## config.mk

```make
export PLATFORM = sky130hd
export DESIGN_NAME = firq29_ctrl
export DESIGN_NICKNAME = d
export VERILOG_FILES = /design/src/design/firq29_pkg.sv /design/src/design/firq29_ctrl.sv
export SDC_FILE = /design/constraint.sdc
export NUM_CORES = 1
export LEC_CHECK = 0
export ABC_AREA = 1
export CAP_MARGIN = 10
export CELL_PAD_IN_SITES_DETAIL_PLACEMENT = 1
export CELL_PAD_IN_SITES_GLOBAL_PLACEMENT = 2
export CORE_AREA = 2 2 39 41
export DETAILED_ROUTE_END_ITERATION = 7
export DIE_AREA = 0 0 41 43
export DONT_BUFFER_PORTS = 1
export PLACE_DENSITY = 0.58
export SLEW_MARGIN = 20
export SYNTH_ARGS = -nofsm -noshare
export SYNTH_HDL_FRONTEND = slang
export SYNTH_SLANG_ARGS = --single-unit
```

## constraint.sdc

```tcl
create_clock -name clk -period 1.7 [get_ports clk]
set_clock_uncertainty 0.05 [all_clocks]
set_input_delay 0.085 -clock clk [delete_from_list [all_inputs] [get_ports clk]]
set_output_delay 0.085 -clock clk [all_outputs]
set_load 0.005 [all_outputs]
```

## src/design/firq29_pkg.sv

```systemverilog
// Shared types and constants of the Q2.29 direct-form FIR filter.
`default_nettype none

package firq29_pkg;

  localparam int DATA_W     = 32;
  localparam int ACC_W      = 64;
  localparam int OUT_SHIFT  = 31;
  localparam int TAP_CFG_W  = 10;
  localparam int COEF_IDX_W = 9;

  localparam logic ACTION_SAMPLE = 1'b0;
  localparam logic ACTION_LOAD   = 1'b1;

  typedef enum logic [1:0] {
    ST_IDLE,
    ST_RUN,
    ST_DRAIN,
    ST_DONE
  } firq29_state_t;

  // Commands from the controller to the datapath.
  typedef struct packed {
    logic accept_sample;
    logic accept_load;
    logic issue;
    logic finish;
  } firq29_cmd_t;

  // Status from the datapath to the controller.
  typedef struct packed {
    logic last_tap;
    logic pipe_busy;
    logic out_free;
  } firq29_sts_t;

endpackage

`default_nettype wire

```

## src/design/firq29_ctrl.sv

```systemverilog
// Controller state machine that sequences loads, the tap walk and result delivery.
`default_nettype none

module firq29_ctrl
  import firq29_pkg::*;
(
  input  wire logic        clk,
  input  wire logic        rst_n,
  input  wire logic        in_valid,
  input  wire logic        in_action,
  output logic             in_ready,
  input  wire firq29_sts_t sts,
  output firq29_cmd_t      cmd
);

  firq29_state_t state_r, state_nxt;

  always_ff @(posedge clk) begin
    if (!rst_n) begin
      state_r <= ST_IDLE;
    end else begin
      state_r <= state_nxt;
    end
  end

  always_comb begin
    state_nxt = state_r;
    cmd       = '0;
    in_ready  = 1'b0;
    case (state_r)
      ST_IDLE: begin
        in_ready = 1'b1;
        if (in_valid) begin
          if (in_action == ACTION_LOAD) begin
            cmd.accept_load = 1'b1;
          end else begin
            cmd.accept_sample = 1'b1;
            state_nxt         = ST_RUN;
          end
        end
      end
      ST_RUN: begin
        cmd.issue = 1'b1;
        if (sts.last_tap) begin
          state_nxt = ST_DRAIN;
        end
      end
      ST_DRAIN: begin
        // The accumulator is complete once the read and multiply stages are empty.
        if (!sts.pipe_busy) begin
          state_nxt = ST_DONE;
        end
      end
      ST_DONE: begin
        if (sts.out_free) begin
          cmd.finish = 1'b1;
          state_nxt  = ST_IDLE;
        end
      end
      default: begin
        state_nxt = ST_IDLE;
      end
    endcase
  end

`ifndef NO_ASSERTIONS
  a_finish_needs_room: assert property (@(posedge clk) disable iff (!rst_n)
    cmd.finish |-> sts.out_free)
    else $error("result captured while the output register is still occupied");

  a_last_tap_ends_walk: assert property (@(posedge clk) disable iff (!rst_n)
    (state_r == ST_RUN && sts.last_tap) |=> (state_r == ST_DRAIN))
    else $error("tap walk did not stop after the last tap");

  a_sample_starts_walk: assert property (@(posedge clk) disable iff (!rst_n)
    cmd.accept_sample |=> (state_r == ST_RUN))
    else $error("accepted sample did not start the tap walk");
`endif

endmodule

`default_nettype wire

```

==> impl_metrics.py <==
metrics = {
    "status": {
        "status": "finished, final reports clean",
    },
    "grt": {
        "grt_pass1_wl_um": 772,
        "use_met3": 0.03141,
        "grt_max_degree": 5,
        "met1_usage": 0.06390,
        "grtUsageTotal": 0.07014,
        "grt_pass1_vias": 227,
        "overflow": 0,
        "met2_usage": 0.1000,
        "antenna_found_initial": 0,
        "grt_busiest_layer": "met2",
    },
    "setup_path": {
        "crit_family": "simple AND/OR/NAND/NOR gates",
        "cp-start-kind": "flop",
        "path_cells": "inv_1, ha_1, nand2_1, nand2_1, nor2_1, nand3_1, nand2_1, nor2_1",
        "r2r-end": "state_r[1]",
        "path_common_cell": "nand2_1",
        "crit_path_end_kind": "flop",
        "r2r_setup_slack_ps": 330,
        "crit_fanout": 4,
        "r2r_start": "state_r[0]",
        "critPathMaxStageDelay_ps": 370,
        "cpMaxStageDelayCell": "dfxtp_1",
        "path_class": "flop to flop",
        "endpoint": "state_r[1]",
        "cp_num_buf_inv": 1,
        "cp-startpoint": "state_r[0]",
        "cp.depth": 8,
        "reg2regPathDepth": 8,
        "required_ps": 1760,
        "arrival_ps": 1430,
    },
    "place": {
        "dp.cells": 55,
        "post-dp-hpwl_um": 424.1,
        "io_buffers": 0,
        "dp_slack_ps": 281.6,
        "gp_congestion": 0.6252,
        "post_dp_cell_area_sq_um": 242.7,
    },
    "flow_run": {
        "max-cap-violations": 0,
    },
    "sta": {
        "slew_viol_final": 0,
        "hold_viol": 0,
        "rsz0062_at_grt": "false",
        "max_clock_freq_mhz": 728.2,
        "fin_crit_sh": 0.8078,
        "tightest_slew_ps": 212.9,
        "setup_ws_ps": 326.8,
        "finalCriticalPeriod_ps": 1373,
        "setup_viol": 0,
        "slew-limit-headroom": 0.8570,
        "fin_setup_tns_ps": 0,
    },
    "routing": {
        "vias": 221,
        "avgViaCountPerCell": 3.746,
        "ant_nets": 0,
        "wl_um": 473,
        "wire_per_inst_um": 8.017,
        "drt_iter0_markers": 0,
        "drc": 0,
        "drt-pass1-iter-count": 1,
    },
    "synth": {
        "ys_ff_latch": 2,
        "syn_inst": 39,
        "synth_top_area_frac": 0.2247,
        "netlist_area_sq_um": 222.7,
        "ys_types": 9,
        "synth_seq_area_share": 0.1798,
        "ys_warn_count": 0,
        "yosysTopAreaCell": "ha_1",
        "synth.avg_cell_area_sq_um": 5.711,
        "syn-num-nets": 50,
        "ys_top_cells_by_area": "ha_1 (22%), dfxtp_1 (18%), inv_1 (17%), nor2_1 (17%), nand2_1 (12%)",
    },
    "floorplan": {
        "io_pins": 12,
        "die_w_um": 41,
        "start_util": 0.1609,
        "core-area_sq_um": 1384,
        "die_area_sq_um": 1763,
        "row_count": 14,
        "die_h_um": 43,
    },
    "final_layout": {
        "syn_to_final_growth_pct": 23.60,
        "drive_above_1_share": 0.09302,
        "largest_reg_flops": 2,
        "fin_area_sq_um": 275.3,
        "reg.largest.list": "state_r: 2 flops",
        "fin_nets": 56,
        "stdcell_count": 59,
        "regMostFlops": "state_r",
        "diodes": 0,
    },
    "cts": {
        "clkTransAtPathRegs_ps": 30,
        "numCtsBuffers": 3,
        "h-tree-depth": 1,
        "cts_tree": "done",
        "clk_latency_ps": 220,
        "clock-sinks": 2,
        "clock-root-buffer": "clkbuf_4",
        "clk_path_buf_depth": 2,
    },
    "power_and_ir_drop": {
        "vdd_drop_max_mv": 0.2194,
        "power_leakage_nw": 0.1744,
        "p_clk_frac": 0.244,
        "finalPower_uw": 421.9,
        "cellPowerDensity_nw_per_um2": 1533,
        "pwr-share-comb": 0.545,
        "sw_frac_of_total": 0.4489,
        "pwr-share-seq": 0.211,
        "intPower_uw": 232.5,
        "switching_power_uw": 189.4,
    },
    "hold_path": {
        "worstHoldPathType": "input pin to primary output",
    },
}
## cell type report
type	count	area (sq um)
inverters	10	37.54
fillers	181	1109
well taps	16	20.02
clock buffers	3	22.52
flip-flops and latches	2	40.04
repair buffers	1	10.01
multi-input cells	27	145.1
## how the worst min path moves through the flow
stage | from | endpoint | cells after the start
after floorplan | rst_n | state_r[1] | 2
after global placement | in_action | cmd[3] | 1
after detailed placement | in_action | cmd[3] | 1
after CTS | in_action | cmd[3] | 1
after global routing | in_action | cmd[3] | 1
final | in_action | cmd[3] | 1
## layer usage
metal | vias up | part of all wire
met2 | 5 | 0.52
met4 | 0 | 0
met5 | - | 0
met3 | 0 | 0.040
li1 | 124 | -
met1 | 92 | 0.44
## cell usage in the layout (no fill, tap or decap)
| master | instances |
|---|---|
| dfxtp_1 | 2 |
| o21ai_0 | 1 |
| nor2_1 | 10 |
| nand3_1 | 3 |
| clkbuf_4 | 3 |
| ha_1 | 4 |
| nor3_1 | 1 |
| dlygate4sd3_1 | 1 |
| inv_1 | 10 |
| nand2_1 | 7 |
| nand2_2 | 1 |
## synthesized netlist by cell type
library cell / count
nand3_1: 3
dfxtp_1: 2
nor3_1: 1
nor2_1: 10
ha_1: 4
nand2_2: 1
inv_1: 10
o21ai_0: 1
nand2_1: 7
## metrics by stage
| stage | util | hold WS (ps) |
|---|---|---|
| after floorplan | - | 155.7 |
| after global placement | 0.1754 | 160.3 |
| after detailed placement | 0.1754 | 159.2 |
| after CTS | 0.1989 | 159.2 |
| after global routing | 0.1989 | 160.6 |
| final | 0.1989 | 158.3 |
## cells by family (layout without fill, tap and decap cells)
group           after synthesis  in the layout  synth area share
simple gates                 22             22            0.4045
flops                         2              2            0.1798
buf+inv                      10             14            0.1686
fa+ha+maj                     4              4            0.2247
compound gates                1              1           0.02245
## power by group through the flow
stage	Clock [mW]	Sequential (mW)	Combinational, mW
floorplan	0	0.0846	0.191
global placement	0	0.0909	0.239
detailed placement	0	0.0911	0.237
CTS	0.110	0.0904	0.240
global route	0.120	0.0933	0.277
finish	0.103	0.0890	0.230
## repair_timing
action,4_1_cts,5_1_grt
buffers inserted,0,0
gates resized for setup,0,0
setup endpoints to repair,0,0
hold endpoints to repair,2,0
hold buffers,1,0
(Power assumes the default switching activity.)
